--- config.mk ---
export PLATFORM = sky130hd
export DESIGN_NAME = acm_modcod_selector
export DESIGN_NICKNAME = d
export VERILOG_FILES = /design/src/hdl/acm_pkg.sv /design/src/hdl/acm_cfg.sv /design/src/hdl/acm_thr_mem.sv /design/src/hdl/acm_cmp.sv /design/src/hdl/acm_modcod_selector.sv
export SDC_FILE = /design/constraint.sdc
export NUM_CORES = 1
export LEC_CHECK = 0
export ABC_CLOCK_PERIOD_IN_PS = 21000
export BUFFER_PORTS_ARGS = -buffer_cell sky130_fd_sc_hd__buf_2
export CAP_MARGIN = 20
export CORE_MARGIN = 4
export CORE_UTILIZATION = 55
export CTS_CLUSTER_DIAMETER = 30
export CTS_CLUSTER_SIZE = 28
export DETAILED_ROUTE_END_ITERATION = 8
export HOLD_SLACK_MARGIN = 0.08
export PLACE_DENSITY_LB_ADDON = 0.25
export SLEW_MARGIN = 15
export SYNTH_ARGS = -nofsm -noshare
export SYNTH_HDL_FRONTEND = slang
export SYNTH_SLANG_ARGS = --single-unit
export TNS_END_PERCENT = 10
--- constraint.sdc ---
create_clock -name clk -period 21 [get_ports clk]
set_input_delay 2.1 -clock clk [delete_from_list [all_inputs] [get_ports clk]]
set_output_delay 2.1 -clock clk [all_outputs]
set_load 0.05 [all_outputs]
--- src/hdl/acm_pkg.sv ---
// ----------------------------------------------------------------------------
// ACM selector package
// Shared widths, codes and transaction types of the modcod selector.
// ----------------------------------------------------------------------------
`default_nettype none

package acm_pkg;

	localparam int IDX_W      = 5;
	localparam int ESN_W      = 16;
	localparam int MARGIN_W   = 13;
	localparam int HOLD_W     = 8;
	localparam int CNT_W      = 32;
	localparam int REASON_W   = 2;
	localparam int CFG_IDX_W  = 3;
	localparam int CFG_DATA_W = 13;
	// threshold + margin + hysteresis never leaves 18 signed bits
	localparam int SUM_W      = 18;

	// configuration register indexes
	localparam logic [CFG_IDX_W-1:0] CFG_MIN_INDEX  = 3'd0;
	localparam logic [CFG_IDX_W-1:0] CFG_MAX_INDEX  = 3'd1;
	localparam logic [CFG_IDX_W-1:0] CFG_MARGIN     = 3'd2;
	localparam logic [CFG_IDX_W-1:0] CFG_HYSTERESIS = 3'd3;
	localparam logic [CFG_IDX_W-1:0] CFG_UP_HOLD    = 3'd4;

	// change reason codes
	localparam logic [REASON_W-1:0] REASON_NONE = 2'd0;
	localparam logic [REASON_W-1:0] REASON_UP   = 2'd1;
	localparam logic [REASON_W-1:0] REASON_DOWN = 2'd2;
	localparam logic [REASON_W-1:0] REASON_LOCK = 2'd3;

	// item mode codes
	localparam logic MODE_UPDATE = 1'b0;
	localparam logic MODE_LOAD   = 1'b1;

	localparam logic [HOLD_W-1:0] STREAK_MAX = 8'd255;

	typedef struct packed {
		logic                    mode;
		logic signed [ESN_W-1:0] esn0;
		logic                    lock;
		logic [IDX_W-1:0]        entry_index;
		logic signed [ESN_W-1:0] entry_threshold;
	} in_item_t;

	typedef struct packed {
		logic [IDX_W-1:0]    current_index;
		logic [IDX_W-1:0]    previous_index;
		logic [REASON_W-1:0] change_reason;
		logic [CNT_W-1:0]    decision_count;
		logic [CNT_W-1:0]    up_count;
		logic [CNT_W-1:0]    down_count;
	} out_item_t;

	// live configuration with the effective index bounds
	typedef struct packed {
		logic [MARGIN_W-1:0] margin;
		logic [MARGIN_W-1:0] hysteresis;
		logic [HOLD_W-1:0]   up_hold;
		logic [IDX_W-1:0]    lo;
		logic [IDX_W-1:0]    hi;
	} cfg_t;

	// clamp request raised by a register write, with the bounds after it
	typedef struct packed {
		logic             en;
		logic [IDX_W-1:0] lo;
		logic [IDX_W-1:0] hi;
	} clamp_t;

endpackage

`default_nettype wire

--- src/hdl/acm_cfg.sv ---
// ----------------------------------------------------------------------------
// ACM configuration registers
// Register bank with effective index bounds and a clamp request on write.
// ----------------------------------------------------------------------------
`default_nettype none

module acm_cfg #(
	parameter int NUM_INDICES = 32
) (
	input  wire logic                               clk,
	input  wire logic                               arst_n,
	input  wire logic                               cfg_we,
	input  wire logic [acm_pkg::CFG_IDX_W-1:0]      cfg_index,
	input  wire logic [acm_pkg::CFG_DATA_W-1:0]     cfg_data,
	output acm_pkg::cfg_t                           cfg,
	output acm_pkg::clamp_t                         clamp
);

	// top allowed index: the table end, capped by the index field width
	localparam int LIM = (NUM_INDICES - 1 > 31) ? 31 : NUM_INDICES - 1;
	localparam logic [acm_pkg::IDX_W-1:0] LIM_IDX = acm_pkg::IDX_W'(LIM);

	logic [acm_pkg::IDX_W-1:0]    min_q, max_q, min_nxt, max_nxt;
	logic [acm_pkg::MARGIN_W-1:0] margin_q, hyst_q;
	logic [acm_pkg::HOLD_W-1:0]   hold_q;
	logic                         hit;

	function automatic logic [acm_pkg::IDX_W-1:0] eff_hi(input logic [acm_pkg::IDX_W-1:0] mx);
		return (mx < LIM_IDX) ? mx : LIM_IDX;
	endfunction

	function automatic logic [acm_pkg::IDX_W-1:0] eff_lo(input logic [acm_pkg::IDX_W-1:0] mn,
			input logic [acm_pkg::IDX_W-1:0] mx);
		logic [acm_pkg::IDX_W-1:0] h;
		h = eff_hi(mx);
		return (mn <= h) ? mn : h;
	endfunction

	always_comb begin
		min_nxt = min_q;
		max_nxt = max_q;
		hit     = 1'b0;
		if (cfg_we) begin
			unique case (cfg_index)
				acm_pkg::CFG_MIN_INDEX: begin
					min_nxt = cfg_data[acm_pkg::IDX_W-1:0];
					hit     = 1'b1;
				end
				acm_pkg::CFG_MAX_INDEX: begin
					max_nxt = cfg_data[acm_pkg::IDX_W-1:0];
					hit     = 1'b1;
				end
				acm_pkg::CFG_MARGIN, acm_pkg::CFG_HYSTERESIS, acm_pkg::CFG_UP_HOLD: begin
					hit = 1'b1;
				end
				default: begin
					hit = 1'b0;
				end
			endcase
		end
	end

	always_ff @(posedge clk or negedge arst_n) begin
		if (!arst_n) begin
			min_q    <= '0;
			max_q    <= 5'd31;
			margin_q <= 13'd256;
			hyst_q   <= 13'd256;
			hold_q   <= 8'd3;
		end else if (cfg_we) begin
			unique case (cfg_index)
				acm_pkg::CFG_MIN_INDEX:  min_q    <= cfg_data[acm_pkg::IDX_W-1:0];
				acm_pkg::CFG_MAX_INDEX:  max_q    <= cfg_data[acm_pkg::IDX_W-1:0];
				acm_pkg::CFG_MARGIN:     margin_q <= cfg_data;
				acm_pkg::CFG_HYSTERESIS: hyst_q   <= cfg_data;
				acm_pkg::CFG_UP_HOLD:    hold_q   <= cfg_data[acm_pkg::HOLD_W-1:0];
				default: begin
				end
			endcase
		end
	end

	assign cfg.margin     = margin_q;
	assign cfg.hysteresis = hyst_q;
	assign cfg.up_hold    = hold_q;
	assign cfg.lo         = eff_lo(min_q, max_q);
	assign cfg.hi         = eff_hi(max_q);

	assign clamp.en = hit;
	assign clamp.lo = eff_lo(min_nxt, max_nxt);
	assign clamp.hi = eff_hi(max_nxt);

endmodule

`default_nettype wire

--- src/hdl/acm_thr_mem.sv ---
// ----------------------------------------------------------------------------
// ACM threshold memory
// One write port, one read port with registered read data.
// ----------------------------------------------------------------------------
`default_nettype none

module acm_thr_mem #(
	parameter int DEPTH = 32,
	parameter int AW    = 5
) (
	input  wire logic                                clk,
	input  wire logic                                we,
	input  wire logic [AW-1:0]                       waddr,
	input  wire logic signed [acm_pkg::ESN_W-1:0]    wdata,
	input  wire logic [AW-1:0]                       raddr,
	output logic signed [acm_pkg::ESN_W-1:0]         rdata
);

	logic signed [acm_pkg::ESN_W-1:0] mem [DEPTH];

	always_ff @(posedge clk) begin
		if (we) begin
			mem[waddr] <= wdata;
		end
		rdata <= mem[raddr];
	end

endmodule

`default_nettype wire

--- src/hdl/acm_cmp.sv ---
// ----------------------------------------------------------------------------
// ACM threshold comparator
// Shared unit: is the estimate at or above threshold plus margin (plus
// hysteresis when stepping up)?
// ----------------------------------------------------------------------------
`default_nettype none

module acm_cmp (
	input  wire logic signed [acm_pkg::ESN_W-1:0]  esn0,
	input  wire logic signed [acm_pkg::ESN_W-1:0]  thr,
	input  wire logic [acm_pkg::MARGIN_W-1:0]      margin,
	input  wire logic [acm_pkg::MARGIN_W-1:0]      hysteresis,
	input  wire logic                              add_hyst,
	output logic                                   ge
);

	logic [acm_pkg::MARGIN_W:0]        addend;
	logic signed [acm_pkg::SUM_W-1:0] bar;

	always_comb begin
		addend = {1'b0, margin} + (add_hyst ? {1'b0, hysteresis} : '0);
		bar    = acm_pkg::SUM_W'(thr) + $signed({4'b0, addend});
		ge     = acm_pkg::SUM_W'(esn0) >= bar;
	end

endmodule

`default_nettype wire

--- src/hdl/acm_modcod_selector.sv ---
// ----------------------------------------------------------------------------
// ACM modcod selector
// Picks a modulation and coding index from Es/N0 estimates against a
// loadable threshold table, with margin, hysteresis and an up-step hold.
// ----------------------------------------------------------------------------
// One transaction is worked at a time; in_ready is high only while the
// sequencer waits for input. A table load or a lock-loss update goes
// straight to the result state; any other update first checks the current
// index, then the next index up, a step-down scan from lo to hi (the
// effective index bounds), or neither when it holds at the ceiling. The
// result state loads the output register and returns to idle for the next
// transaction. The pace is set by the single comparator and the registered
// read data of the threshold memory: the step-down scan reads and compares
// one table entry per cycle. The result sits in an output register, so a new
// transaction is taken while the last result waits for out_ready; a finished
// transaction holds in the result state while the previous result is still
// waiting. Table entries must be loaded before they are used; there is no
// clearing pass.
`default_nettype none

module acm_modcod_selector #(
	parameter int NUM_INDICES = 32
) (
	input  wire logic                           clk,
	input  wire logic                           arst_n,
	input  wire logic                           in_valid,
	output logic                                in_ready,
	input  wire acm_pkg::in_item_t              in_data,
	output logic                                out_valid,
	input  wire logic                           out_ready,
	output acm_pkg::out_item_t                  out_data,
	input  wire logic                           cfg_we,
	input  wire logic [acm_pkg::CFG_IDX_W-1:0]  cfg_index,
	input  wire logic [acm_pkg::CFG_DATA_W-1:0] cfg_data
);

	localparam int AW = (NUM_INDICES > 1) ? $clog2(NUM_INDICES) : 1;

	typedef enum logic [2:0] {
		ST_IDLE,
		ST_CHK_CUR,
		ST_CHK_UP,
		ST_SCAN,
		ST_RESULT
	} state_t;

	state_t                           state_q;
	acm_pkg::in_item_t                item_q;
	logic [acm_pkg::IDX_W-1:0]        cur_q, prev_q, cmp_q, target_q, tgt;
	logic [acm_pkg::HOLD_W-1:0]       streak_q, streak_nxt;
	logic [acm_pkg::CNT_W-1:0]        dec_q, ups_q, downs_q;
	logic [acm_pkg::REASON_W-1:0]     reason_q;
	acm_pkg::out_item_t               out_q;
	logic                             out_valid_q;

	acm_pkg::cfg_t                    cfg;
	acm_pkg::clamp_t                  clamp;

	logic                             accept, mem_we, ge;
	logic [acm_pkg::IDX_W-1:0]        raddr_idx;
	logic signed [acm_pkg::ESN_W-1:0] rdata;

	acm_cfg #(
		.NUM_INDICES(NUM_INDICES)
	) u_cfg (
		.clk       (clk),
		.arst_n    (arst_n),
		.cfg_we    (cfg_we),
		.cfg_index (cfg_index),
		.cfg_data  (cfg_data),
		.cfg       (cfg),
		.clamp     (clamp)
	);

	acm_thr_mem #(
		.DEPTH(NUM_INDICES),
		.AW   (AW)
	) u_mem (
		.clk   (clk),
		.we    (mem_we),
		.waddr (AW'(in_data.entry_index)),
		.wdata (in_data.entry_threshold),
		.raddr (AW'(raddr_idx)),
		.rdata (rdata)
	);

	// compare against margin + hysteresis only on the step-up check
	acm_cmp u_cmp (
		.esn0       (item_q.esn0),
		.thr        (rdata),
		.margin     (cfg.margin),
		.hysteresis (cfg.hysteresis),
		.add_hyst   (state_q == ST_CHK_UP),
		.ge         (ge)
	);

	assign in_ready  = (state_q == ST_IDLE);
	assign accept    = in_valid && in_ready;
	// drop loads aimed past the end of the table
	assign mem_we    = accept && (in_data.mode == acm_pkg::MODE_LOAD)
		&& (32'(in_data.entry_index) < NUM_INDICES);
	assign out_valid = out_valid_q;
	assign out_data  = out_q;

	// read address for the entry compared in the next cycle
	always_comb begin
		unique case (state_q)
			ST_IDLE:    raddr_idx = cur_q;
			ST_CHK_CUR: raddr_idx = ge ? cur_q + 5'd1 : cfg.lo;
			ST_SCAN:    raddr_idx = cmp_q + 5'd1;
			default:    raddr_idx = cur_q;
		endcase
	end

	// highest qualifying index so far, including the entry under compare
	assign tgt        = ge ? cmp_q : target_q;
	assign streak_nxt = (streak_q == acm_pkg::STREAK_MAX) ? streak_q : streak_q + 8'd1;

	always_ff @(posedge clk or negedge arst_n) begin
		if (!arst_n) begin
			state_q     <= ST_IDLE;
			cur_q       <= '0;
			streak_q    <= '0;
			dec_q       <= '0;
			ups_q       <= '0;
			downs_q     <= '0;
			out_valid_q <= 1'b0;
		end else begin
			// the result state reloads the output register itself
			if (out_valid_q && out_ready && (state_q != ST_RESULT)) begin
				out_valid_q <= 1'b0;
			end

			// a register write pulls the index into the new bounds
			if (clamp.en) begin
				if (cur_q < clamp.lo) begin
					cur_q <= clamp.lo;
				end else if (cur_q > clamp.hi) begin
					cur_q <= clamp.hi;
				end
				streak_q <= '0;
			end

			unique case (state_q)
				ST_IDLE: begin
					if (accept) begin
						item_q   <= in_data;
						prev_q   <= cur_q;
						reason_q <= acm_pkg::REASON_NONE;
						if (in_data.mode == acm_pkg::MODE_LOAD) begin
							state_q <= ST_RESULT;
						end else begin
							dec_q <= dec_q + 32'd1;
							if (!in_data.lock) begin
								// lock lost: fall to the minimum
								if (cur_q != cfg.lo) begin
									cur_q    <= cfg.lo;
									downs_q  <= downs_q + 32'd1;
									reason_q <= acm_pkg::REASON_LOCK;
								end
								streak_q <= '0;
								state_q  <= ST_RESULT;
							end else begin
								state_q <= ST_CHK_CUR;
							end
						end
					end
				end
				ST_CHK_CUR: begin
					if (!ge) begin
						// below the current bar: scan lo..hi for the best index
						cmp_q    <= cfg.lo;
						target_q <= cfg.lo;
						state_q  <= ST_SCAN;
					end else if (cur_q < cfg.hi) begin
						state_q <= ST_CHK_UP;
					end else begin
						state_q <= ST_RESULT;
					end
				end
				ST_CHK_UP: begin
					if (ge) begin
						if (streak_nxt >= cfg.up_hold) begin
							cur_q    <= cur_q + 5'd1;
							streak_q <= '0;
							ups_q    <= ups_q + 32'd1;
							reason_q <= acm_pkg::REASON_UP;
						end else begin
							streak_q <= streak_nxt;
						end
					end else begin
						streak_q <= '0;
					end
					state_q <= ST_RESULT;
				end
				ST_SCAN: begin
					if (cmp_q == cfg.hi) begin
						if (tgt < cur_q) begin
							cur_q    <= tgt;
							downs_q  <= downs_q + 32'd1;
							reason_q <= acm_pkg::REASON_DOWN;
						end
						streak_q <= '0;
						state_q  <= ST_RESULT;
					end else begin
						cmp_q    <= cmp_q + 5'd1;
						target_q <= tgt;
					end
				end
				ST_RESULT: begin
					// hold until the output register is free
					if (!out_valid_q || out_ready) begin
						out_q.current_index  <= cur_q;
						out_q.previous_index <= prev_q;
						out_q.change_reason  <= reason_q;
						out_q.decision_count <= dec_q;
						out_q.up_count       <= ups_q;
						out_q.down_count     <= downs_q;
						out_valid_q          <= 1'b1;
						state_q              <= ST_IDLE;
					end
				end
				default: begin
					state_q <= ST_IDLE;
				end
			endcase
		end
	end

`ifndef SYNTH
	// a result reports a change exactly when the index moved
	a_reason_matches_move: assert property (@(posedge clk) disable iff (!arst_n)
		out_valid_q |-> ((out_q.change_reason == acm_pkg::REASON_NONE)
			== (out_q.current_index == out_q.previous_index)))
		else $error("change reason disagrees with index movement");

	// an up step moves by exactly one index
	a_up_by_one: assert property (@(posedge clk) disable iff (!arst_n)
		(out_valid_q && out_q.change_reason == acm_pkg::REASON_UP)
			|-> (out_q.current_index == out_q.previous_index + 5'd1))
		else $error("up step is not a single index");

	// every accepted update advances the decision counter by one
	a_decision_count: assert property (@(posedge clk) disable iff (!arst_n)
		(accept && in_data.mode == acm_pkg::MODE_UPDATE) |=> (dec_q == $past(dec_q) + 32'd1))
		else $error("decision counter did not advance");
`endif

endmodule

`default_nettype wire

==> summary by stage <==
Global routing
The first global-routing pass estimated 135000 microns of wire. Global routing consumed, over all layers together, 26.2% of the routing resources. Global routing finished with a remaining overflow of 0.

The via count of the first global-routing pass was 22700. The number of antenna violations at the first check in global routing is 2. The pin count of the biggest net entering global routing is 80.

Place
The congestion estimate from routability-driven global placement came to 0.877. The number of placed cells counting well taps is 3557. Before CTS, the worst setup slack after placement is 11.20 ns. The number of input and output port buffers inserted is 169. Detailed placement finished with a half-perimeter wire length of 54800 microns.

Route
The first TritonRoute pass finished after 6 iterations. The total detailed-routing wirelength is 88800 microns. The count of antenna-violating nets left after detailed routing is 0. The total DRC errors in the routed layout is 0. After detailed routing, the number of vias per cell comes to 5.92.

The count of routing violations after the opening detailed-route iteration is 2461. The final route contains 22800 vias. The detail-routed net length per standard cell is 23.1 microns.

Timing
The minimum setup slack in the final design is 10.98 ns. The hold violation total from the final report is 0. Based on the critical path, the design can be clocked at up to 99.8 MHz.

The final-layout setup total negative slack is 0 ns. Counting I/O delays and the setup requirement, the final critical path takes 10.02 ns. The worst max-slew margin expressed relative to the limit is 26.3%. Setup violations remaining at the end of the flow were counted as 0.

The transition at the pin with the smallest max-transition slack is 1.10 ns. Setup repair after global routing left no endpoint under its margin. The final-report max-slew violation count was 0. The final clock period utilization by the worst path is 47.7%. The final hold slack is 0.415 ns. For the final database, setup skew stands at 0.0279 ns.

Setup path
The cell type of the slowest stage on the worst timing path is o31ai_2. The critical path contains buffers and inverters numbering 3 combined. Across all register-to-register paths, the minimum setup slack is 10.98 ns. The highest fanout seen on the critical path is 72. By startpoint and endpoint, the worst setup path is classified as reg2reg. The length in cells of the worst reg-to-reg path is 32. The required arrival time at the worst endpoint is 21.55 ns. The stage delay of the slowest cell on the critical path is 0.93 ns. Broken down by cell family, the worst path's largest delay share belongs to compound AO/OA/AOI/OAI gates. The endpoint identified for the worst register-to-register timing path is u_mem.rdata[8]. The most numerous cell type found on the critical path is a21oi_1. The startpoint type of the worst setup path is a register. In this run the critical register-to-register path is launched from state_q[1]. The data arrival time of the worst path is 10.56 ns.

STA classifies the critical path endpoint as a register.

Pwr
After layout, the design draws a total of 6.26 mW. The static leakage is 16.3 nW. The maximum ir drop on the vdd rail is 0.0917 mV. Dividing total power by cell area gives a power density of 148 mW/mm^2.

Yosys
The synthesized design spends more area on one cell type than any other, namely edfxtp_1. The Yosys step of the flow raised 0 warnings. The post-synthesis instance area is 0.0350 sq mm. By area the synthesized netlist is led by edfxtp_1 56%, dfrtp_1 11%, nand2_1 4.2%. The flip-flop cell with the highest count after synthesis is edfxtp_1.

The share of async-settable or async-resettable flops after synthesis is 19.0%. In this run, synthesis inferred 653 flip-flops with an integrated enable. The number of distinct library cell variants in the gate-level netlist after synthesis is 80. After synthesis, flip-flops and latches occupy 68.2% of the total area. The top cell type by area accounts for 56.0% of the synthesized area.

The number of nets handed over by synthesis was 2764. The count of mapped cells out of synthesis is 2615. The average instance in the mapped netlist occupies 13.4 sq um. After synthesis the netlist holds a flip-flop and latch count of 826.

Hold path
For hold timing, the worst endpoint is out_data[99]. In this run the most critical hold path is launched from prev_q[1]. The worst hold path class is reg2reg. The worst hold path passes through 0 cells.

Clocking
The number of sinks driven by the clock tree is 826. The H-tree depth reported by CTS is 4. The TritonCTS clock tree is built. The master cell of the clock root buffer is clkbuf_16. The number of buffers added by the clock tree synthesis step is 148. In this run the post-CTS setup repair buffer count came out at 0.

The post-cts hold buffer count is 0. Clock-pin slew was measured on the worst setup and hold paths at 0.05 ns. Gates resized during post-CTS repair numbered 0. Clock latency on the worst-skew pair, taken at its later pin, is 0.72 ns. The worst-case clock buffer depth is 3.

Cells and area
The number of fillers in the final layout is 4399. In the layout the commonest cells are 653 x edfxtp_1, 388 x nand2_1, 177 x nand3_1. Registers take 0.0239 sq mm. The post-synthesis to final-layout area growth is 20.9%. Excluding fillers, the count of instances in the completed layout stands at 3843.

The fraction of layout cells with a size suffix above 1 is 18.9%. The library cell used most frequently in the layout, excluding fill and tap cells, is edfxtp_1. The multi-input combinational cells in the finished layout cover a total of 0.0105 sq mm. The number of nets in the finished design is 3018.

Floorplanning
The die area is 0.0677 sq mm. The effective utilization at floorplan is 55.5%. The count of pins on the block boundary is 170.

In this run the standard cell core region covers 0.0631 sq mm. In this run the core area contains 92 standard-cell rows. The chip height is 260 microns. Measured along the x axis, the die boundary spans 260 microns.

Status
The run finished with clean final reports.

Flow run
The max-cap violation count is 0.
## cell type report
cell class | count | share of cell area, %
sequential | 826 | 56.4
multi-input combinational | 1606 | 24.9
clock buffer | 173 | 9.17
clock inverter | 104 | 3.46
timing repair buffer | 217 | 2.98
tap | 846 | 2.50
inverter | 70 | 0.621
antenna | 1 | 0.00591
## registers in the layout, indices dropped and copies added, names as in the netlist
name and count:
out_data 108, u_cfg.max_q 5, u_cfg.min_q 5, streak_q 8
u_cfg.hold_q 8, cmp_q 5, reason_q 2, out_valid 1
ups_q 32, u_mem.rdata 16, target_q 5, cur_q 5
state_q 3, item_q 16, u_mem.mem 512, dec_q 32
downs_q 32, u_cfg.hyst_q 13, u_cfg.margin_q 13, prev_q 5
## where the power goes
| part | internal, mW | switching (mW) |
|---|---|---|
| clock | 1.67 | 0.842 |
| combinational | 0.558 | 1.21 |
| sequential | 1.90 | 0.0891 |
| total | 4.12 | 2.14 |
## cells in the mapped netlist (36+ instances only)
library cell / instances
xor2_1: 65
nor2_1: 105
clkbuf_1: 57
mux2i_1: 107
o21ai_0: 39
nand2_1: 389
xnor2_1: 72
a31oi_1: 46
and2_1: 41
dfrtp_1: 148
nand4_1: 36
inv_1: 70
a21oi_1: 70
edfxtp_1: 653
nor3_1: 44
ha_1: 87
nand3_1: 177
buf_2: 38
## worst max-delay path by stage
stage                endpoint  cells after the start       start
2_1_floorplan        cur_q[0]                     37  state_q[1]
3_3_place_gp   u_mem.rdata[6]                     32  state_q[1]
3_5_place_dp   u_mem.rdata[8]                     32  state_q[1]
4_1_cts        u_mem.rdata[8]                     32  state_q[1]
5_1_grt        u_mem.rdata[8]                     32  state_q[1]
6_report       u_mem.rdata[8]                     32  state_q[1]
## layer usage
layer / track usage (%) / share of wire (%) / vias up / wire, microns
li1: - / - / 10300 / -
met1: 33.9 / 39 / 11300 / 34600
met2: 42.8 / 49 / 1022 / 43400
met3: 5.42 / 8.0 / 179 / 7110
met4: 12.5 / 4.1 / 4 / 3660
met5: 0 / 0.026 / - / 23
## through the flow
stage	util (%)	cell area [sq um]
floorplan	-	35000
global placement	58.4	36800
detailed placement	58.4	36900
CTS	66.9	42200
global route	67.1	42300
finish	67.1	42300
## cells by family after synthesis
| group | count (synthesis) | synth area share, % |
|---|---|---|
| flip-flops | 826 | 68.2 |
| AND/OR/NAND/NOR | 891 | 11.8 |
| multiplexers | 141 | 4.15 |
| buffers and inverters | 183 | 2.16 |
| XOR/XNOR | 137 | 3.43 |
| adder cells (fa/ha/maj) | 89 | 3.22 |
| AO/OA/AOI/OAI | 348 | 7.01 |
Power figures use the tool's default switching activity.
